File: config.mk
export PLATFORM = sky130hd
export DESIGN_NAME = elias_gamma_stream_decoder
export DESIGN_NICKNAME = d
export VERILOG_FILES = /design/src/hdl/egd_pkg.sv /design/src/hdl/egd_byte_unit.sv /design/src/hdl/elias_gamma_stream_decoder.sv
export VERILOG_INCLUDE_DIRS = /design/src /design/src/hdl
export SDC_FILE = /design/constraint.sdc
export NUM_CORES = 1
export LEC_CHECK = 0
export ABC_CLOCK_PERIOD_IN_PS = 12230
export BUFFER_PORTS_ARGS = -buffer_cell sky130_fd_sc_hd__clkbuf_2
export CAP_MARGIN = 20
export CORE_ASPECT_RATIO = 1.5
export CORE_UTILIZATION = 35
export CTS_BUF_LIST = sky130_fd_sc_hd__clkbuf_8
export DETAILED_ROUTE_END_ITERATION = 12
export PLACE_DENSITY_LB_ADDON = 0.15
export SLEW_MARGIN = 15
export SYNTH_ARGS = -nofsm -noshare
export SYNTH_HDL_FRONTEND = slang
export SYNTH_SLANG_ARGS = --single-unit
File: constraint.sdc
create_clock -name clk -period 12.23 [get_ports clk]
set_clock_uncertainty 0.15 [all_clocks]
set_input_delay 1.8345 -clock clk [delete_from_list [all_inputs] [get_ports clk]]
set_output_delay 1.8345 -clock clk [all_outputs]
set_load 0.03 [all_outputs]
File: src/hdl/elias_gamma_stream_decoder_macros.svh
// assertion macros for the elias gamma stream decoder
// no dependencies; included by the modules that check their own logic
`ifndef ELIAS_GAMMA_STREAM_DECODER_MACROS_SVH
`define ELIAS_GAMMA_STREAM_DECODER_MACROS_SVH

// property checked on a named clock and reset
`define EGD_ASSERT_CLK(label, clk_sig, rst_sig, prop, msg) \
  label: assert property (@(posedge clk_sig) disable iff (rst_sig) prop) \
    else $error(msg);

// property checked on the module's clk and rst
`define EGD_ASSERT(label, prop, msg) \
  `EGD_ASSERT_CLK(label, clk, rst, prop, msg)

`endif

File: src/hdl/egd_pkg.sv
// shared types and constants for the elias gamma stream decoder
// no dependencies
package egd_pkg;

  localparam int BYTE_W   = 8;
  localparam int NARROW_W = 8;
  localparam int OUT_W    = 32;
  localparam int CNT_W    = 8;

  localparam logic [CNT_W-1:0] RUN_MAX = {CNT_W{1'b1}};

  typedef logic [OUT_W-1:0] egd_value_t;

  // decoder control state carried from byte to byte
  typedef struct packed {
    logic             in_suffix;
    logic [CNT_W-1:0] zero_run;
    logic [CNT_W-1:0] suffix_left;
    logic             lost_high;
  } egd_ctl_t;

endpackage

File: src/hdl/egd_byte_unit.sv
// walks the eight bits of one stream byte, msb first, through the gamma decoder
// depends on egd_pkg
module egd_byte_unit #(
  parameter int ACC_W = 32
) (
  input  logic                                      wide_mode,
  input  logic [egd_pkg::BYTE_W-1:0]                byte_in,
  input  egd_pkg::egd_ctl_t                         ctl_cur,
  input  logic [ACC_W-1:0]                          acc_cur,
  output egd_pkg::egd_ctl_t                         ctl_next,
  output logic [ACC_W-1:0]                          acc_next,
  output logic [egd_pkg::BYTE_W-1:0]                res_hit,
  output egd_pkg::egd_value_t [egd_pkg::BYTE_W-1:0] res_value,
  output logic [egd_pkg::BYTE_W-1:0]                res_lost
);
  import egd_pkg::*;

  localparam logic [ACC_W-1:0] NARROW_MASK = ACC_W'({NARROW_W{1'b1}});
  localparam logic [ACC_W-1:0] ACC_ONE     = ACC_W'(1);

  always_comb begin
    egd_ctl_t         ctl;
    logic [ACC_W-1:0] acc;
    logic [ACC_W-1:0] keep_mask;
    logic             bit_in;

    ctl       = ctl_cur;
    acc       = acc_cur;
    keep_mask = wide_mode ? {ACC_W{1'b1}} : NARROW_MASK;
    res_hit   = '0;
    res_value = '0;
    res_lost  = '0;

    for (int i = 0; i < BYTE_W; i++) begin
      bit_in = byte_in[BYTE_W-1-i];
      if (!ctl.in_suffix) begin
        if (!bit_in) begin
          if (ctl.zero_run != RUN_MAX) begin
            ctl.zero_run = ctl.zero_run + CNT_W'(1);
          end
        end else if (ctl.zero_run == '0) begin
          // lone one bit is a complete code of value 1
          res_hit[i]   = 1'b1;
          res_value[i] = OUT_W'(1);
        end else begin
          ctl.in_suffix   = 1'b1;
          ctl.suffix_left = ctl.zero_run;
          ctl.zero_run    = '0;
          ctl.lost_high   = 1'b0;
          acc             = ACC_ONE;
        end
      end else begin
        // a one at or above the top kept bit is about to fall off
        if ((acc & ~(keep_mask >> 1)) != '0) begin
          ctl.lost_high = 1'b1;
        end
        acc = {acc[ACC_W-2:0], bit_in} & keep_mask;
        if (ctl.suffix_left != '0) begin
          ctl.suffix_left = ctl.suffix_left - CNT_W'(1);
        end
        if (ctl.suffix_left == '0) begin
          res_hit[i]    = 1'b1;
          res_value[i]  = OUT_W'(acc);
          res_lost[i]   = ctl.lost_high;
          ctl.in_suffix = 1'b0;
          ctl.lost_high = 1'b0;
          acc           = ACC_ONE;
        end
      end
    end

    ctl_next = ctl;
    acc_next = acc;
  end

endmodule

File: src/hdl/elias_gamma_stream_decoder.sv
// flow: an accepted byte waits in the input register, is decoded by the byte unit and its
// results go to the result bank once it is free, and out_valid shows while it holds any
// throughput: one byte per cycle while out_stall is low and each byte finishes at most
// one code; one that ends more holds the bank, one result per unstalled cycle till empty
// reset: synchronous, clears the decoder to counting prefix zeros, empties both stages,
// sets wide_mode to 1; depends on egd_pkg, egd_byte_unit and the assertion macros header
module elias_gamma_stream_decoder #(
  parameter int VALUE_WIDTH = 32
) (
  input  logic                             clk,
  input  logic                             rst,
  input  logic                             cfg_we,
  input  logic                             cfg_data,
  input  logic                             in_valid,
  output logic                             in_stall,
  input  logic [egd_pkg::BYTE_W-1:0]       in_byte,
  output logic                             out_valid,
  input  logic                             out_stall,
  output logic [egd_pkg::OUT_W-1:0]        value,
  output logic                             too_long,
  output logic                             last_in_byte
);
  import egd_pkg::*;
  `include "elias_gamma_stream_decoder_macros.svh"

  localparam int ACC_W = (VALUE_WIDTH > OUT_W) ? OUT_W :
                         (VALUE_WIDTH < NARROW_W) ? NARROW_W : VALUE_WIDTH;

  logic                          wide_mode;
  logic                          byte_valid;
  logic [BYTE_W-1:0]             byte_r;
  egd_ctl_t                      ctl;
  egd_ctl_t                      ctl_next;
  logic [ACC_W-1:0]              value_acc;
  logic [ACC_W-1:0]              value_acc_next;
  logic [BYTE_W-1:0]             res_hit;
  egd_value_t [BYTE_W-1:0]       res_value;
  logic [BYTE_W-1:0]             res_lost;
  logic [BYTE_W-1:0]             bank_mask;
  egd_value_t [BYTE_W-1:0]       bank_value;
  logic [BYTE_W-1:0]             bank_lost;
  logic [BYTE_W-1:0]             sel;
  logic                          out_fire;
  logic                          bank_free;
  logic                          process;

  egd_byte_unit #(
    .ACC_W(ACC_W)
  ) u_byte_unit (
    .wide_mode (wide_mode),
    .byte_in   (byte_r),
    .ctl_cur   (ctl),
    .acc_cur   (value_acc),
    .ctl_next  (ctl_next),
    .acc_next  (value_acc_next),
    .res_hit   (res_hit),
    .res_value (res_value),
    .res_lost  (res_lost)
  );

  // oldest pending result is the lowest set bank bit
  assign sel       = bank_mask & (~bank_mask + BYTE_W'(1));
  assign out_valid = (bank_mask != '0);
  assign out_fire  = out_valid && !out_stall;
  assign bank_free = (bank_mask == '0) || (out_fire && ((bank_mask & ~sel) == '0));
  assign process   = byte_valid && bank_free;
  assign in_stall  = byte_valid && !bank_free;

  always_comb begin
    value        = '0;
    too_long     = 1'b0;
    for (int i = 0; i < BYTE_W; i++) begin
      if (sel[i]) begin
        value    = value | bank_value[i];
        too_long = too_long | bank_lost[i];
      end
    end
    last_in_byte = out_valid && ((bank_mask & ~sel) == '0);
  end

  always_ff @(posedge clk) begin
    if (rst) begin
      wide_mode <= 1'b1;
    end else if (cfg_we) begin
      wide_mode <= cfg_data;
    end
  end

  always_ff @(posedge clk) begin
    if (rst) begin
      byte_valid <= 1'b0;
    end else if (!in_stall) begin
      byte_valid <= in_valid;
    end
  end

  always_ff @(posedge clk) begin
    if (in_valid && !in_stall) begin
      byte_r <= in_byte;
    end
  end

  always_ff @(posedge clk) begin
    if (rst) begin
      ctl       <= '0;
      value_acc <= ACC_W'(1);
      bank_mask <= '0;
    end else if (process) begin
      ctl       <= ctl_next;
      value_acc <= value_acc_next;
      bank_mask <= res_hit;
    end else if (out_fire) begin
      bank_mask <= bank_mask & ~sel;
    end
  end

  always_ff @(posedge clk) begin
    if (process) begin
      bank_value <= res_value;
      bank_lost  <= res_lost;
    end
  end

  `EGD_ASSERT(a_suffix_count, ctl.in_suffix == (ctl.suffix_left != '0), "suffix count out of step")
  `EGD_ASSERT(a_prefix_clean, !ctl.in_suffix |-> (value_acc == ACC_W'(1)) && !ctl.lost_high, "acc not reset between codes")
  `EGD_ASSERT(a_stall_held, in_stall |-> byte_valid, "input stalled with nothing held")
  `EGD_ASSERT(a_drain_one, out_fire && !process |=> $countones(bank_mask) == $countones($past(bank_mask)) - 1, "bank lost or kept a result")

endmodule

==> results of run 1 <==
[layout make-up]
| type | count | area, µm² |
|---|---|---|
| multi-input combinational | 2311 | 15500 |
| clock buffer | 62 | 853 |
| inverter | 69 | 280 |
| antenna | 2 | 5.00 |
| fill | 7261 | 41100 |
| timing repair buffer | 375 | 2830 |
| sequential | 332 | 9390 |
| tap | 915 | 1140 |
| clock inverter | 42 | 283 |
[flip-flops by register name (all words and copies together) (netlist names)]
register    count
bank_lost       8
bank_mask       8
bank_value    256
byte_r          8
byte_valid      1
ctl            18
value_acc      32
wide_mode       1
[through the flow]
| stage | utilization [%] | TNS, ps |
|---|---|---|
| 4_1_cts | 41.2 | 0 |
| 3_3_place_gp | 39.2 | -43450 |
| 5_1_grt | 42.4 | -4210 |
| 6_report | 42.4 | 0 |
| 2_1_floorplan | - | 0 |
| 3_5_place_dp | 39.2 | -38890 |
[worst min-delay path: stages, from the launching register on]
cell and delay (ps):
dfxtp_1 310, nand2_1 70, a21oi_1 60
[cell families (layout without fill, tap and decap cells)]
family                   after synthesis  after routing
AND/OR/NAND/NOR                     1202           1202
AO/OA/AOI/OAI                       1015           1015
flip-flops                           332            332
buffers and inverters                275            548
multiplexers                          39             39
adder cells (fa/ha/maj)               28             28
XOR/XNOR                              27             27
other                                  0              2
[worst min-delay path by stage]
stage	to	cells past startpoint
finish	byte_valid$_SDFFE_PP0N_	2
global route	byte_valid$_SDFFE_PP0N_	2
CTS	byte_valid$_SDFFE_PP0N_	2
detailed placement	byte_valid$_SDFFE_PP0N_	2
global placement	byte_valid$_SDFFE_PP0N_	2
floorplan	byte_valid$_SDFFE_PP0N_	2
[cell usage in the layout, fill, tap and decap left out, drive strengths merged, types with 52 or more instances in the layout]
master	Yosys	final
o21ai	144	144
inv	67	95
nand2	283	283
clkbuf	164	113
and3	84	84
and2	53	53
o22ai	55	55
buf	42	324
nor2	328	328
dfxtp	60	60
nand4	52	52
a21oi	128	128
edfxtp	272	272
a22oi	144	144
nor3	95	95
nand3	84	84
[what timing repair did]
action / 4_1_cts / 5_1_grt
endpoints found under the setup margin: 88 / 100
cloned: 0 / 3
buffers inserted: 19 / 38
resized for setup: 42 / 106
pin swaps: 17 / 55
[per-layer routing]
layer | share of wire, % | up-vias | global-route usage, % | routed length (µm)
li1 | - | 11948 | - | -
met1 | 33 | 13386 | 35.3 | 45400
met2 | 52 | 1295 | 69.1 | 71400
met3 | 5.2 | 510 | 4.67 | 7070
met4 | 9.7 | 0 | 29.2 | 13300
met5 | 0 | - | 0 | 0
==> metrics.md, run 1 <==
| Metric | Value |
|---|---|
| # DRC | 0 |
| Starting density of the core | 35.4% |
| CP Launch Point | ctl[1]$_SDFFE_PP0P_ |
| Adder-cell share of the synthesized area | 1.37% |
| Dpl cells | 3,940 |
| Compound-cell area share of the yosys netlist | 30.3% |
| Worst hold slack | 335 ps |
| Sink Count | 332 |
| Die width | 221 µm |
| HP Class | reg2reg |
| Crit path to | bank_value[246]$_SDFFCE_PN0P_ |
| Vias in the first global route | 27,020 |
| Crit Path Category | reg2reg |
| # nets final | 3,185 |
| Worst Tran Pin Value | 1260 ps |
| Synth top area share | 32.4% |
| Ports | 50 |
| Largest area contributor in the synthesized netlist | edfxtp_1 |
| H-tree depth | 2 |
| EDFF count, synth | 272 |
| Num CTS Buffers | 56 |
| Hold Crit Start | byte_valid$_SDFFE_PP0N_ |
| Routed WL | 137,000 µm |
| Syn_nets | 2,958 |
| Post-Synth Simple-Gate Area | 24.2% |
| Sequential fraction of the synthesis area | 37.1% |
| Reg clk slew, reported paths | 60 ps |
| Unique masters post-synth | 124 |
| Final setup margin | 292 ps |
| Critical Path Stages | 54 |
| Syn Inst Count | 2,918 |
| Arr. time, crit path | 12,320 ps |
| CP max stage delay | 630 ps |
| Peak Freq | 83.8 MHz |
| Initial antenna violation count | 2 |
| Post-Synth XOR/XNOR Area | 0.938% |
| Worst Path Max Fanout | 6 |
| Register bit total from synthesis | 332 |
| Placer Congestion | 1.01 |
| Placed cell area | 27,900 µm² |
| Final Hold Viols | 0 |
| Most frequent cell after synthesis | nor2_1 |
| Synth top cells by count | 324 x nor2_1, 283 x nand2_1, 272 x edfxtp_1 |
| Core area | 71,300 µm² |
| CTS tree | built |
| Max-cap violations | 0 |
| Final instance area | 30,300 µm² |
| Asr flop ratio synth | 0% |
| CP top delay family | compound AO/OA/AOI/OAI gates |
| Post-Place Worst Slack | -664 ps |
| CTS root buf | clkbuf_8 |
| WL per Instance | 33.4 µm |
| Pins Over Slew Limit | 0 |
| ANT nets after route | 0 |
| Period utilization | 97.6% |
| Clk Latency, worst-skew pair | 700 ps |
| WP buf/inv | 14 |
| Layout cells sized above 1 | 21.8% |
| Final setup fails | 0 |
| Critical Path RT | 12,620 ps |
| DP HPWL | 103,000 µm |
| Die area | 73,200 µm² |
| Clock Tree Buf Depth | 3 |
| Die H | 331 µm |
| Post-Layout Cell Count | 4,108 |
| Reg2reg path depth | 54 |
| Reg2Reg Setup Slack | 290 ps |
| Pre-antenna DRT Iters | 6 |
| Largest net degree at the start of global routing | 104 |
| Slowest cell on crit path | a2111o_2 |
| Yosys warning count | 0 |
| First-pass GRT wire length | 192,000 µm |
| Largest cells by area after synthesis | edfxtp_1 32%, nor2_1 4.8%, dfxtp_1 4.8%, a22oi_1 4.3%, nand2_1 4.2% |
| Area Overhead vs Synth | 20.0% |
| Main synth FF type | edfxtp_1 |
| Multiplexer area fraction after synthesis | 1.64% |
| Global route overflow | 0 |
| Starting DRT DRC Count | 2,419 |
| Crit path launch type | register |
| Detailed-route via count | 27,139 |
| Outcome | finished clean |
| CTS Hold Bufs | 0 |
| Synth Cell Area | 25,200 µm² |
| Number of cell rows | 120 |
| Largest family of logic cells by synthesized area | compound AO/OA/AOI/OAI gates |
| Overall Global Routing Usage | 36.3% |
| Vias per cell | 6.61 |
| Critical Path End Type | register |
| Reg2reg start | ctl[1]$_SDFFE_PP0P_ |
| Syn_area_per_cell | 8.64 µm² |
| Slew margin rel. | 15.2% |
| I/O Buffers | 49 |
| Tmin final | 11,940 ps |
| R2r endpoint | bank_value[246]$_SDFFCE_PN0P_ |
Power of run 1 is left out: the tool's default activity adds up to more than one toggle a clock period on the data nets, which glitch-free logic cannot reach.
==> run 2, diff against run 1 <==
--- a/config.mk
+++ b/config.mk
@@ -6,6 +6,7 @@
 export SDC_FILE = /design/constraint.sdc
 export NUM_CORES = 1
 export LEC_CHECK = 0
+export ABC_AREA = 1
 export ABC_CLOCK_PERIOD_IN_PS = 12230
 export BUFFER_PORTS_ARGS = -buffer_cell sky130_fd_sc_hd__clkbuf_2
 export CAP_MARGIN = 20
==> run 2 against run 1 <==
Against the previous run:
- fmax grew 5.5%
- die area grew 4.3%
- critical path depth rose by 15
- critical endpoint is now ctl[1]$_SDFFE_PP0P_
- area after synthesis grew 4.4%
- sequential share of layout area grew 2.0 points
- via count decreased by 2.5%
- non-clock buffer count is 284 lower
- first-iteration DRC count down 14%
- global-route usage fell by 8.7 points
- clock-buffer cell count is the same
- highest routed layer unchanged
- cell count grew 18%
- setup slack gained 620 ps
==> metrics.md, run 2 <==
| Metric | Value |
|---|---|
| Asr flop ratio synth | 0% |
| Yosys warning count | 0 |
| Routed WL | 105,000 µm |
| Die H | 338 µm |
| Clk Latency, worst-skew pair | 700 ps |
| DP HPWL | 76,500 µm |
| Synth Cell Area | 26,300 µm² |
| Number of cell rows | 122 |
| Area Overhead vs Synth | 7.82% |
| Critical Path RT | 12,590 ps |
| Initial antenna violation count | 1 |
| Dpl cells | 4,742 |
| CP max stage delay | 570 ps |
| Outcome | finished clean |
| First-pass GRT wire length | 158,000 µm |
| Placer Congestion | 0.939 |
| Number of flip-flops in the largest register | 256 |
| Critical Path End Type | register |
| Sink Count | 332 |
| Vias per cell | 5.45 |
| Final setup margin | 915 ps |
| EDFF count, synth | 272 |
| Synth top area share | 31.0% |
| Detailed-route via count | 26,455 |
| Post-Place Worst Slack | 1020 ps |
| Final Hold Viols | 0 |
| CTS tree | built |
| Main synth FF type | edfxtp_1 |
| Slowest cell on crit path | nor2_1 |
| RSZ-0062 raised after global routing | no |
| Starting DRT DRC Count | 2,072 |
| Slew margin rel. | 28.0% |
| Arr. time, crit path | 11,680 ps |
| Syn Inst Count | 3,852 |
| Layout cells sized above 1 | 12.2% |
| Overall Global Routing Usage | 27.6% |
| CTS Hold Bufs | 0 |
| WL per Instance | 21.7 µm |
| Tmin final | 11,320 ps |
| Most common library cell in the layout ignoring fill and taps | nand2_1 |
| Core area | 74,000 µm² |
| Max-cap violations | 0 |
| Top reg by flops | bank_value |
| Clock Tree Buf Depth | 3 |
| Reg clk slew, reported paths | 60 ps |
| Ports | 50 |
| # nets final | 3,851 |
| Die area | 76,300 µm² |
| Sequential fraction of the synthesis area | 35.6% |
| Synth top cells by count | 941 x nand2_1, 484 x nor2_1, 448 x nand3_1 |
| Pins Over Slew Limit | 0 |
| Vias in the first global route | 26,117 |
| Starting density of the core | 35.6% |
| Worst Tran Pin Value | 1080 ps |
| Largest cells by area after synthesis | edfxtp_1 31%, nand2_1 13%, nand3_1 8.5%, nor2_1 6.9%, inv_1 6.2% |
| Most used cell, CP | nand2_1 |
| # DRC | 0 |
| Syn_nets | 3,892 |
| Worst Path Max Fanout | 13 |
| ANT nets after route | 0 |
| Register bit total from synthesis | 332 |
| Final setup fails | 0 |
| HP Class | reg2reg |
| Worst hold slack | 344 ps |
| H-tree depth | 2 |
| Final setup TNS | 0 ps |
| Crit path launch type | register |
| Largest net degree at the start of global routing | 162 |
| Syn_area_per_cell | 6.83 µm² |
| Num CTS Buffers | 59 |
| Crit Path Category | reg2reg |
| Period utilization | 92.5% |
| Peak Freq | 88.4 MHz |
| Global route overflow | 0 |
| I/O Buffers | 49 |
| Largest registers | bank_value: 256 flops, value_acc: 32 flops, ctl: 18 flops |
| Largest area contributor in the synthesized netlist | edfxtp_1 |
| Pre-antenna DRT Iters | 6 |
| Unique masters post-synth | 54 |
| Most frequent cell after synthesis | nand2_1 |
| CTS root buf | clkbuf_8 |
| Die width | 226 µm |
| Most frequent cells in the layout | 941 x nand2_1, 477 x nor2_1, 457 x inv_1 |
| Post-Layout Cell Count | 4,854 |
-- run 2: through the flow --
stage / area, µm² / utilization [%]
detailed placement: 27300 / 36.8
global route: 28400 / 38.3
CTS: 28400 / 38.3
floorplan: 26300 / -
global placement: 27300 / 36.8
finish: 28400 / 38.3
-- run 2: worst max-delay path, delay by kind of cell, from the launching register on --
kind	cells	cell delay, ps
compound gates	5	1010
buf+inv	7	870
flops	1	540
xor+xnor	1	220
simple gates	48	6750
fa+ha+maj	8	1600
-- run 2: kinds of logic after synthesis --
| logic type | after synthesis | synth area share [%] |
|---|---|---|
| AOI/OAI and AO/OA | 455 | 9.76 |
| xor gates and xnor gates | 14 | 0.466 |
| adders and majority gates | 26 | 1.24 |
| buffers and inverters | 691 | 10.7 |
| DFF | 332 | 35.6 |
| and+or+nand+nor | 2334 | 42.3 |
-- run 2: final cells by class --
type	count	area (µm²)
tap	992	1240
timing repair buffer	91	598
clock buffer	62	853
fill	8097	45700
clock inverter	49	272
antenna	1	2.50
multi-input combinational	2829	14200
sequential	332	9370
inverter	498	1870
-- run 2: what timing repair did --
action / 4_1_cts / 5_1_grt
gates resized for setup: 0 / 1
setup buffers: 0 / 0
endpoints found under the setup margin: 0 / 22
-- run 2: per-layer routing --
layer,share of wire [%],GRT usage (%),vias to the layer above
met5,0,0,-
met4,9.5,23.2,0
met3,4.2,2.74,313
met2,51,50.0,872
met1,36,28.6,12514
li1,-,-,12756
-- run 2: worst paths after layout --
check	from	end	slack [ps]	depth (start not counted)
setup / recovery	ctl[10]$_SDFFE_PP0P_	ctl[1]$_SDFFE_PP0P_	910	69
hold / removal	value_acc[0]$_SDFFE_PP1P_	value_acc[0]$_SDFFE_PP1P_	340	2
setup reg to reg	ctl[10]$_SDFFE_PP0P_	ctl[1]$_SDFFE_PP0P_	910	69
hold reg to reg	value_acc[0]$_SDFFE_PP1P_	value_acc[0]$_SDFFE_PP1P_	340	2
Power of run 2 is left out for the same reason.
